File: config.mk
export PLATFORM = sky130hd
export DESIGN_NAME = modified_utf8_to_utf16_decoder
export DESIGN_NICKNAME = d
export VERILOG_FILES = /design/src/hdl/mu8_pkg.sv /design/src/hdl/mu8_step.sv /design/src/hdl/mu8_out_reg.sv /design/src/hdl/modified_utf8_to_utf16_decoder.sv
export SDC_FILE = /design/constraint.sdc
export NUM_CORES = 1
export LEC_CHECK = 0
export ABC_AREA = 1
export BUFFER_PORTS_ARGS = -buffer_cell sky130_fd_sc_hd__buf_2
export CAP_MARGIN = 0
export CORE_MARGIN = 2
export CORE_UTILIZATION = 40
export DETAILED_ROUTE_END_ITERATION = 10
export PLACE_DENSITY = 0.61
export SLEW_MARGIN = 20
export SYNTH_ARGS = -nofsm -noshare
export SYNTH_HDL_FRONTEND = slang
export SYNTH_SLANG_ARGS = --single-unit
File: constraint.sdc
create_clock -name clk -period 4.75 [get_ports clk]
set_input_delay 0.2375 -clock clk [delete_from_list [all_inputs] [get_ports clk]]
set_output_delay 0.2375 -clock clk [all_outputs]
set_load 0.1 [all_outputs]
File: src/hdl/mu8_pkg.sv
// Shared types and byte classification for the modified UTF-8 decoder.
`timescale 1ns / 1ps

package mu8_pkg;

  localparam int unsigned ByteW = 8;
  localparam int unsigned UnitW = 16;
  localparam int unsigned NeedW = 2;

  typedef enum logic [2:0] {
    BYTE_ASCII,
    BYTE_LEAD2,
    BYTE_LEAD3,
    BYTE_CONT,
    BYTE_INVALID
  } byte_class_t;

  typedef struct packed {
    logic [NeedW-1:0] bytes_still_needed;
    logic [UnitW-1:0] partial_unit;
  } dec_state_t;

  typedef struct packed {
    logic [UnitW-1:0] code_unit;
    logic             bad_sequence;
    logic             end_of_string;
  } result_t;

  function automatic byte_class_t classify(input logic [ByteW-1:0] b);
    byte_class_t c;
    unique casez (b)
      8'b0???????: c = BYTE_ASCII;
      8'b10??????: c = BYTE_CONT;
      8'b110?????: c = BYTE_LEAD2;
      8'b1110????: c = BYTE_LEAD3;
      default:     c = BYTE_INVALID;
    endcase
    return c;
  endfunction

endpackage

File: src/hdl/mu8_step.sv
// Combinational decode of one byte against the current sequence state.
`timescale 1ns / 1ps

module mu8_step (
  input  logic [mu8_pkg::ByteW-1:0] byte_in,
  input  logic                      last_in,
  input  mu8_pkg::dec_state_t       state,
  output mu8_pkg::dec_state_t       state_next,
  output logic                      has_result,
  output mu8_pkg::result_t          result
);
  import mu8_pkg::*;

  byte_class_t      cls;
  logic             emit;
  logic             bad;
  logic [UnitW-1:0] unit;

  assign cls = classify(byte_in);

  always_comb begin
    state_next = state;
    emit       = 1'b0;
    bad        = 1'b0;
    unit       = '0;

    if (state.bytes_still_needed == '0) begin
      unique case (cls)
        BYTE_ASCII: begin
          unit = {{(UnitW-ByteW){1'b0}}, byte_in};
          emit = 1'b1;
        end
        BYTE_LEAD2: begin
          state_next.partial_unit       = {5'b0, byte_in[4:0], 6'b0};
          state_next.bytes_still_needed = NeedW'(1);
        end
        BYTE_LEAD3: begin
          state_next.partial_unit       = {byte_in[3:0], 12'b0};
          state_next.bytes_still_needed = NeedW'(2);
        end
        default: begin
          bad  = 1'b1;
          emit = 1'b1;
        end
      endcase
    end else if (cls == BYTE_CONT) begin
      if (state.bytes_still_needed >= NeedW'(2)) begin
        // middle byte of a three-byte sequence
        state_next.partial_unit       = state.partial_unit | {4'b0, byte_in[5:0], 6'b0};
        state_next.bytes_still_needed = NeedW'(1);
      end else begin
        unit = state.partial_unit | {10'b0, byte_in[5:0]};
        state_next.partial_unit       = '0;
        state_next.bytes_still_needed = '0;
        emit = 1'b1;
      end
    end else begin
      bad  = 1'b1;
      emit = 1'b1;
    end

    if (bad) begin
      state_next = '0;
    end

    if (last_in) begin
      // unfinished sequence at end of string is an error
      if (!emit) begin
        bad = 1'b1;
      end
      state_next = '0;
    end
  end

  assign has_result           = emit | last_in;
  assign result.code_unit     = bad ? '0 : unit;
  assign result.bad_sequence  = bad;
  assign result.end_of_string = last_in;

endmodule

File: src/hdl/mu8_out_reg.sv
// Output result register with valid/ready handshake.
`timescale 1ns / 1ps

module mu8_out_reg (
  input  logic             clk,
  input  logic             rst,
  input  logic             load_valid,
  output logic             load_ready,
  input  mu8_pkg::result_t load_data,
  output logic             out_valid,
  input  logic             out_ready,
  output mu8_pkg::result_t out_data
);
  import mu8_pkg::*;

  logic    held_valid;
  result_t held;

  assign load_ready = !held_valid || out_ready;

  always_ff @(posedge clk) begin
    if (rst) begin
      held_valid <= 1'b0;
    end else if (load_ready) begin
      held_valid <= load_valid;
    end
  end

  always_ff @(posedge clk) begin
    if (load_ready && load_valid) begin
      held <= load_data;
    end
  end

  assign out_valid = held_valid;
  assign out_data  = held;

endmodule

File: src/hdl/modified_utf8_to_utf16_decoder.sv
// Top level: modified UTF-8 byte stream in, UTF-16 code units out.
`timescale 1ns / 1ps

//  channel | handshake           | payload
//  --------+---------------------+------------------------------------------
//  input   | in_valid, in_ready  | byte_value[7:0], last_byte
//  output  | out_valid, out_ready| code_unit[15:0], bad_sequence, end_of_string
//
//  One byte per cycle sustained while out_ready stays high; each byte passes
//  through the input register, then is decoded into the result register.
//  A byte that completes nothing (lead or middle continuation, last_byte low)
//  updates the sequence state and produces no output transfer.
//  rst is synchronous: clears both valid flags and the sequence state.
//  When the result register is held by out_ready low, a byte that would emit
//  waits in the input register; in_ready then follows out_ready combinationally.

module modified_utf8_to_utf16_decoder (
  input  logic                      clk,
  input  logic                      rst,
  input  logic                      in_valid,
  output logic                      in_ready,
  input  logic [mu8_pkg::ByteW-1:0] byte_value,
  input  logic                      last_byte,
  output logic                      out_valid,
  input  logic                      out_ready,
  output logic [mu8_pkg::UnitW-1:0] code_unit,
  output logic                      bad_sequence,
  output logic                      end_of_string
);
  import mu8_pkg::*;

  // input register
  logic             s1_valid;
  logic [ByteW-1:0] s1_byte;
  logic             s1_last;

  // sequence state
  dec_state_t state;
  dec_state_t state_next;

  logic    has_result;
  result_t result;
  logic    slot_ready;
  logic    advance;
  result_t out_data;

  // the held byte retires once its result (if any) has a place to go
  assign advance  = s1_valid && (!has_result || slot_ready);
  assign in_ready = !s1_valid || advance;

  always_ff @(posedge clk) begin
    if (rst) begin
      s1_valid <= 1'b0;
    end else if (in_ready) begin
      s1_valid <= in_valid;
    end
  end

  always_ff @(posedge clk) begin
    if (in_ready && in_valid) begin
      s1_byte <= byte_value;
      s1_last <= last_byte;
    end
  end

  always_ff @(posedge clk) begin
    if (rst) begin
      state <= '0;
    end else if (advance) begin
      state <= state_next;
    end
  end

  mu8_step u_step (
    .byte_in    (s1_byte),
    .last_in    (s1_last),
    .state      (state),
    .state_next (state_next),
    .has_result (has_result),
    .result     (result)
  );

  mu8_out_reg u_out (
    .clk        (clk),
    .rst        (rst),
    .load_valid (s1_valid && has_result),
    .load_ready (slot_ready),
    .load_data  (result),
    .out_valid  (out_valid),
    .out_ready  (out_ready),
    .out_data   (out_data)
  );

  assign code_unit     = out_data.code_unit;
  assign bad_sequence  = out_data.bad_sequence;
  assign end_of_string = out_data.end_of_string;

endmodule
---- Word-level counts from Yosys, hierarchy flattened ----
Index checks and enable logic that the tools add are counted.
cells by class
  eq/ne operators ......................... 7
  mux-type cells .......................... 20
  bitwise operators ....................... 4
  order comparisons ....................... 1
  reductions and logical operators ........ 16
operators with widths
  operator              number
  $mux W18              4
  $mux W16              3
  $pmux W18 S2          1
  $mux W17              1
  $or A16 B12 Y16       1
  $or A16 B6 Y16        1
  $pmux W3 S4           1
  $mux W1               9
  $mux W8               1
  $eq A3 B2 Y1 const B  2
  $ne A5 B5 Y1 const B  1
  $eq A4 B4 Y1 const B  1
  $logic_and A1 B1 Y1   4
  $reduce_bool A4 Y1    1
  $eq A3 B1 Y1 const B  1
  $eq A3 B3 Y1 const B  1
  $logic_not A1 Y1      3
  $logic_not A3 Y1      1
  $logic_or A1 B1 Y1    3
  $reduce_and A3 Y1     1
  $reduce_or A3 Y1      1
  $eq A2 B2 Y1 const B  1
  $ge A2 B2 Y1 const B  1
  $logic_not A2 Y1      1
  3 further kinds       3
word-level totals
  flip-flop bits (word level) ............. 47
  logic and storage cells ................. 57

---- Logic depth before layout (Yosys ltp) ----
Gate-level depths: netlist (run 1).
  depth after elaboration ................. 12
  mapped depth ............................ 10
  depth with buffers taken out ............ 10

---- Cells and area by module ----
Synthesis (run 1) repeated with hierarchy kept, for this count alone.
unflattened totals
  cell total of the unflattened synthesis .. 305
  area total of the unflattened synthesis .. 2502.4 sq um
modules (own cells, without submodules)
  module                          sequential area each (sq um)  times used  area an instance (sq um)  cells an instance
  modified_utf8_to_utf16_decoder  650.6                         1           1214.9                    135
  mu8_step                        0.0                           1           699.4                     146
  mu8_out_reg                     560.5                         1           588.1                     24

---- Worst setup path before layout (run 1) ----
No wires, ideal clock.
  path type ............................... reg2reg
  start point ............................. reg u_out.held_valid, in the netlist u_out.out_valid
  end point ............................... reg s1_byte[0], enable pin
  arrival time ............................ 2397 ps
  setup slack ............................. 2071 ps
  cell stages (with the launch flop) ...... 8
  path buffers ............................ 0
  path through ............................ dfxtp_1 -> inv_1 -> nor2_4 -> nand2_4 -> inv_2 -> nand2_1 -> nand2_1 -> inv_1
on the way
  word-level cells in the longest chain between the ends .. 6
RTL lines
  what                    RTL line                              RTL
  start, declared         mu8_out_reg.sv:16                     logic held_valid;
  start signal, assigned  mu8_out_reg.sv:25                     held_valid <= load_valid;
  $logic_not A1 Y1        mu8_out_reg.sv:19                     assign load_ready = !held_valid || out_ready;
  $logic_or A1 B1 Y1      mu8_out_reg.sv:19
  $logic_or A1 B1 Y1      modified_utf8_to_utf16_decoder.sv:48  assign advance = s1_valid && (!has_result || slot_ready);
  $logic_and A1 B1 Y1     modified_utf8_to_utf16_decoder.sv:48
  $logic_or A1 B1 Y1      modified_utf8_to_utf16_decoder.sv:49  assign in_ready = !s1_valid || advance;
  named net in_ready      modified_utf8_to_utf16_decoder.sv:21  output logic in_ready,
  $logic_and A1 B1 Y1     modified_utf8_to_utf16_decoder.sv:60  if (in_ready && in_valid) begin
  end signal, assigned    modified_utf8_to_utf16_decoder.sv:61  s1_byte <= byte_value;
  end, declared           modified_utf8_to_utf16_decoder.sv:34  logic [ByteW-1:0] s1_byte;
The timed path passes the listed nets, and every way through them passes these cells.
A chain may end at the register's enable or synchronous reset.

---- Final worst setup path (run 1) ----
  start point ............................. reg state[17] (netlist name)
  end point ............................... out in_ready
on the way
  word-level cells in the longest chain between the ends .. 9
  elaborated cells between the ends (all ways) .. 10
  those cells by class .................... 1 x order compare; 3 x mux; 1 x bitwise; 5 x reduce/logical
RTL lines
  what                     RTL line                              RTL
  $ge A2 B2 Y1             mu8_step.sv:47                        if (state.bytes_still_needed >= NeedW'(2)) begin
  $mux W1                  mu8_step.sv:47
  $mux W1                  mu8_step.sv:46                        end else if (cls == BYTE_CONT) begin
  $mux W1 (*)              mu8_step.sv:27                        if (state.bytes_still_needed == '0) begin
  $or A1 B1 Y1 (*)         mu8_step.sv:75                        assign has_result = emit | last_in;
  $logic_not A1 Y1 (*)     modified_utf8_to_utf16_decoder.sv:48
  $logic_or A1 B1 Y1 (*)   modified_utf8_to_utf16_decoder.sv:48
  $logic_and A1 B1 Y1 (*)  modified_utf8_to_utf16_decoder.sv:48
  $logic_or A1 B1 Y1 (*)   modified_utf8_to_utf16_decoder.sv:49
  end, declared            modified_utf8_to_utf16_decoder.sv:21
Mark *: on every way between the ends. The rest lies on a longest branch, timed or not.

==> out/qor.csv, run 1 <==
metric;value;unit
status;completed;
Post-synth top flop;edfxtp_1;
flop-to-flop setup slack;2.62;ns
Worst-path clk slew;0.07;ns
critical path type;flop to primary output;
Post-Synth Adder-Cell Area;0;
reg2reg start;state[17]$_SDFFE_PP0P_;
final setup vio count;0;
ANT nets after route;0;
initial antenna violation count;0;
Cells after Synth;174;
max incr delay on CP;0.43;ns
WL final;3.019;mm
Post-Place Cells;257;
Pre-antenna DRT Iters;4;
width of the die;70.77;µm
H-Tree Depth;2;
CP Launch Type;flop;
cell chain of the critical path;nor2_4 > inv_4 > o21ai_2 > nand3_4 > nand2_4 > inv_2 > nand2_1 > buf_2;
top-count cell post-synth;nor2_1;
Cell variety after synth;26;
min-delay src;byte_value[7];
clk sink count;41;
synth top area cells;edfxtp_1 45%, dfxtp_1 16%, nor2_1 6.1%, inv_1 4.8%, nand2_1 4.2%;
Worst R2R Path Depth;7;
Yosys reg bits;41;
cts repair resizes;0;
post-synthesis compound-gate area fraction;0.1067;
Util after Layout;0.4861;
GRT Util Overall;0.1321;
Synth async-reset ratio;0;
first-pass GRT wire length;5.154;mm
net count after synthesis;187;
1st-iter DRT viols;69;
WP data arrival;1.89;ns
Synth Area in Simple Gates;0.2126;
top cell type's share of synthesized area;0.4547;
Rows;24;
Area Overhead vs Synth;17.89;%
Fin. Hold Viols;0;
crit end category;primary output;
XOR/XNOR Fraction of Synth Area;0;
hold endpoint;s1_byte[7]$_DFFE_PP_;
post-route insts no fill;265;
Root Buffer;clkbuf_8;
wire per inst;11.39;µm
cell taking the most area after synthesis;edfxtp_1;
via count;1225;
postcts setup bufs;0;
Num CTS Buffers;5;
Worst Hold Depth;1;
effective utilization at floorplan;0.4123;
mux share of post-synthesis cell area;0;
total gr overflow;0;
Hold Crit Class;input pin to flop;
FF-to-FF End;u_out.out_data[16]$_SDFFCE_PP0P_;
Synth Area per Inst;10.25;µm²
die height;70.77;µm
worst path required time;4.51;ns
nets@finish;225;
maximum VDD drop;0.1975;mV
unrepaired setup endpoints after global routing;no;
Worst Clk Skew;0.004315;ns
worst-margin pin slew;0.6483;ns
TritonCTS clock tree;built;
core area;0.004324;mm²
share of layout cells above drive strength 1;0.2817;
Max-slew headroom;0.5662;
largest family of logic cells by synthesized area;simple AND/OR/NAND/NOR gates;
Port Buffers;32;
I/O pin cnt;33;
setup TNS;0;ns
post-synthesis sequential area ratio;0.6119;
filler cell count;432;
die area;0.005008;mm²
Post-synth top cells;29 x nor2_1, 27 x edfxtp_1, 23 x inv_1, 20 x nand2_1;
worst skew pair latency;0.29;ns
fmax;0.4700;GHz
gpl congestion;0.7989;
Final min period;2.128;ns
vias in the first global route;1206;
Clock Tree Buf Depth;2;
Pleak;0.8415;nW
EDFF count, synth;27;
Post-route DRC;0;
largest net degree at the start of global routing;15;
PD cells;382.5;mW/mm²
Max Fanout on Critical Path;7;
Max-cap violations;0;
fin crit share;0.4479;
final slew viol count;0;
Hold-fix buffers, CTS;0;
Crit-path slowest cell;buf_2;
mapped cell area;0.001783;mm²
DP Wirelength;2.306;mm
Ys Warns;0;
via-per-instance ratio;4.623;
antenna cell count;0;
cell type report:
class	instances	area, µm²	area share
clock buffer	7	96.34	0.04583
timing repair buffer	33	167.7	0.07976
multi-input combinational	103	569.3	0.2708
clock inverter	1	5.005	0.002381
sequential	41	1091	0.5190
inverter	28	107.6	0.05119
tap	52	65.06	0.03095
state kept, by name (all words and copies together), names as in the netlist:
name,count
s1_byte,8
state,12
s1_last,1
u_out.out_valid,1
s1_valid,1
u_out.out_data,18
where the power goes:
group          switching (mW)  internal, mW  total (mW)
sequential            0.00929         0.401       0.411
combinational           0.118        0.0296       0.148
clock                   0.114         0.131       0.245
total                   0.242         0.562       0.804
critical path: cells and delay by family (launching register included):
family,cells,cell delay (ns)
buf+inv,3,0.56
simple gates,4,0.53
flops,1,0.39
compound gates,1,0.11
through the flow:
| step | setup slack [ns] | hold WS (ns) | power, mW | instance area, µm² |
|---|---|---|---|---|
| floorplan | 2.071 | 0.3364 | 0.5417 | 1783 |
| global placement | 2.656 | 0.4142 | 0.5673 | 2001 |
| detailed placement | 2.613 | 0.4156 | 0.5674 | 2001 |
| CTS | 2.601 | 0.1072 | 0.8127 | 2102 |
| global route | 2.464 | 0.1050 | 0.8380 | 2102 |
| finish | 2.622 | 0.1188 | 0.8040 | 2102 |
how the worst max path moves through the flow:
stage                                       from                                to  slack (ns)  cells after the start
floorplan           u_out.out_valid$_SDFFE_PP0P_              s1_byte[0]$_DFFE_PP_        2.07                      7
global placement            s1_byte[7]$_DFFE_PP_  u_out.out_data[10]$_SDFFCE_PP0P_        2.66                      8
detailed placement        state[17]$_SDFFE_PP0P_  u_out.out_data[16]$_SDFFCE_PP0P_        2.61                      7
CTS                       state[17]$_SDFFE_PP0P_  u_out.out_data[12]$_SDFFCE_PP0P_        2.60                      7
global route                s1_byte[7]$_DFFE_PP_   u_out.out_data[9]$_SDFFCE_PP0P_        2.46                      8
finish                    state[17]$_SDFFE_PP0P_                          in_ready        2.62                      8
cell families (layout without fill, tap and decap cells):
kind of cell,after synthesis,count (layout)
AND/OR/NAND/NOR,71,71
flip-flops,41,41
AO/OA/AOI/OAI,32,32
buffers and inverters,30,69
per-layer routing:
layer	wire length, µm	global-route usage	share of wire	vias to the layer above
li1	-	-	-	654
met1	1435	0.1617	0.48	545
met2	1437	0.2170	0.48	26
met3	146	0.04416	0.048	0
met4	0	0.05031	0	0
met5	0	0	0	-
placed cells by master (no fill, tap or decap), drive strengths merged:
master and instances:
nor2 33, inv 27, clkinv 2, edfxtp 27, clkbuf 7, o31ai 1
dfxtp 14, a31oi 1, buf 33, nand3 8, nand4 5, a21oi 16
nand2 23, o21ai 14, nor3 2
Power figures use the tool's default switching activity.
==> run 2, diff against run 1 <==
--- a/config.mk
+++ b/config.mk
@@ -5,7 +5,7 @@
 export SDC_FILE = /design/constraint.sdc
 export NUM_CORES = 1
 export LEC_CHECK = 0
-export ABC_AREA = 1
+export ABC_AREA = 0
 export BUFFER_PORTS_ARGS = -buffer_cell sky130_fd_sc_hd__buf_2
 export CAP_MARGIN = 0
 export CORE_MARGIN = 2
==> constraint.sdc (replaced) <==
create_clock -name clk -period 2 [get_ports clk]
set_input_delay 0.1 -clock clk [delete_from_list [all_inputs] [get_ports clk]]
set_output_delay 0.1 -clock clk [all_outputs]
set_load 0.1 [all_outputs]
==> out/qor.csv, run 2 <==
metric;value;unit;change
final slew viol count;0;;unchanged
GRT Util Overall;0.1543;;+0.02223
I/O pin cnt;33;;unchanged
Final min period;1.875;ns;
clk sink count;41;;unchanged
Yosys reg bits;41;;unchanged
width of the die;70.06;µm;-1.0%
top cell type's share of synthesized area;0.4645;;+0.009779
ANT nets after route;0;;unchanged
cell taking the most area after synthesis;edfxtp_1;;
Synth async-reset ratio;0;;unchanged
DP Wirelength;2.675;mm;+16%
min setup slack post-route;0.1247;ns;-2.498 ns
core area;0.004264;mm²;-1.4%
crit end category;flop;;
Cells after Synth;132;;-24%
first-pass GRT wire length;5.816;mm;+13%
Max Fanout on Critical Path;6;;-1
final setup vio count;0;;unchanged
gpl congestion;0.8338;;+4.4%
via count;1208;;-1.4%
antenna cell count;0;;unchanged
EDFF count, synth;27;;unchanged
Worst-path clk slew;0.08;ns;about the same
net count after synthesis;145;;-22%
wire per inst;14.44;µm;+27%
maximum VDD drop;0.5185;mV;+160%
H-Tree Depth;2;;unchanged
effective utilization at floorplan;0.4093;;-0.002995
setup TNS;0;ns;unchanged
Rows;24;;unchanged
vias in the first global route;1236;;+2.5%
Area Overhead vs Synth;29.46;%;
Clock Tree Buf Depth;2;;unchanged
WL final;3.494;mm;+16%
Pre-antenna DRT Iters;4;;unchanged
worst skew pair latency;0.30;ns;about the same
die height;70.06;µm;-1.0%
Worst Clk Skew;0.007883;ns;+0.003568 ns
Max-cap violations;0;;unchanged
Cell variety after synth;40;;+54%
Max-slew headroom;0.6762;;+0.1100
Synth Area per Inst;13.22;µm²;+29%
Post-synth top flop;edfxtp_1;;
WP data arrival;2.07;ns;+0.18 ns
Pleak;0.8860;nW;+5.3%
initial antenna violation count;0;;unchanged
largest net degree at the start of global routing;19;;+4
nets@finish;202;;-10%
commonest cells after routing, fill and taps aside;31 x buf_2, 27 x edfxtp_1, 13 x and2_1, 13 x dfxtp_1, 12 x buf_4;;
critical path type;flop to flop;;
CP Launch Type;flop;;
post-route insts no fill;242;;-8.7%
fin crit share;0.9377;;
status;completed;;
top-count cell post-synth;edfxtp_1;;
unrepaired setup endpoints after global routing;no;;
via-per-instance ratio;4.992;;+8.0%
Post-synth top cells;27 x edfxtp_1, 14 x dfxtp_1, 13 x and2_1, 11 x nand2_1, 7 x nor2_1;;
share of layout cells above drive strength 1;0.3368;;+0.05515
Root Buffer;clkbuf_8;;
worst-margin pin slew;0.4891;ns;-0.1592 ns
1st-iter DRT viols;47;;-32%
die area;0.004908;mm²;-2.0%
Num CTS Buffers;5;;unchanged
mapped cell area;0.001745;mm²;-2.1%
Hold Crit Class;input pin to flop;;
fmax;0.5332;GHz;
TritonCTS clock tree;built;;
Fin. Hold Viols;0;;unchanged
Ys Warns;0;;unchanged
synth top area cells;edfxtp_1 46%, dfxtp_1 16%, and2_1 4.7%, mux2i_1 2.9%, nand2_1 2.4%;;
commonest non-fill, non-tap cell in the layout;buf_2;;
worst path required time;2.20;ns;-2.31 ns
Port Buffers;32;;unchanged
total gr overflow;0;;unchanged
Util after Layout;0.5299;;+0.04382
Setup WS pre-CTS;0.1464;ns;-2.467 ns
Post-Place Cells;224;;-13%
post-synthesis sequential area ratio;0.6251;;+0.01316
filler cell count;401;;-7.2%
PD cells;789.2;mW/mm²;+110%
Post-route DRC;0;;unchanged
max FFs per register;18;;unchanged
==> run 2: layout make-up <==
class	instances	area, µm²	area share
clock buffer	5	68.82	0.03045
tap	52	65.06	0.02879
multi-input combinational	80	610.6	0.2702
sequential	41	1092	0.4834
inverter	7	26.28	0.01163
clock inverter	3	21.27	0.009413
timing repair buffer	54	375.4	0.1661
==> run 2: logic make-up after synthesis <==
logic type	Yosys count	share of synthesized area
mux	6	0.03513
compound gates	25	0.1412
flops	41	0.6251
buf+inv	11	0.02652
simple gates	49	0.1720
==> run 2: per-stage QoR <==
| stage | power, mW | hold WS, ns | instance area [µm²] |
|---|---|---|---|
| after floorplan | 1.177 | 0.1617 | 1749 |
| after global placement | 1.247 | 0.2786 | 2072 |
| after detailed placement | 1.250 | 0.2787 | 2072 |
| after CTS | 1.802 | 0.05940 | 2252 |
| after global routing | 1.848 | 0.07899 | 2260 |
| final | 1.783 | 0.06203 | 2260 |
==> run 2: final timing paths <==
check	to	startpoint	depth (start not counted)	slack [ns]
hold reg to reg	state[12]$_SDFFE_PP0P_	state[12]$_SDFFE_PP0P_	2	0.46
setup / recovery	state[6]$_SDFFE_PP0P_	s1_byte[4]$_DFFE_PP_	4	0.12
hold / removal	s1_valid$_SDFFE_PP0P_	in_valid	3	0.06
setup reg to reg	state[6]$_SDFFE_PP0P_	s1_byte[4]$_DFFE_PP_	4	0.12
==> run 2: routing by layer <==
metal | global-route usage | vias up | wire [µm]
met5 | 0 | - | 0
met2 | 0.2582 | 37 | 1694
met3 | 0.04618 | 6 | 167
li1 | - | 609 | -
met4 | 0.05128 | 0 | 49
met1 | 0.1910 | 556 | 1582
==> run 2: critical path, cell delays in order (launching register included) <==
cell      delay, ns
edfxtp_1       0.50
a211oi_4       0.36
a41oi_4        0.20
o41a_1         0.47
a22o_1         0.25
==> run 2: power by group <==
part	internal, mW	switching, mW
Combinational	0.0840	0.195
Clock	0.247	0.293
Sequential	0.938	0.0251
Total	1.27	0.513
==> run 2: timing repair <==
item / CTS / global route
hold buffers: 9 / 0
setup endpoints to repair: 0 / 1
setup buffers: 0 / 1
gates resized for setup: 0 / 0
hold endpoints to repair: 9 / 0
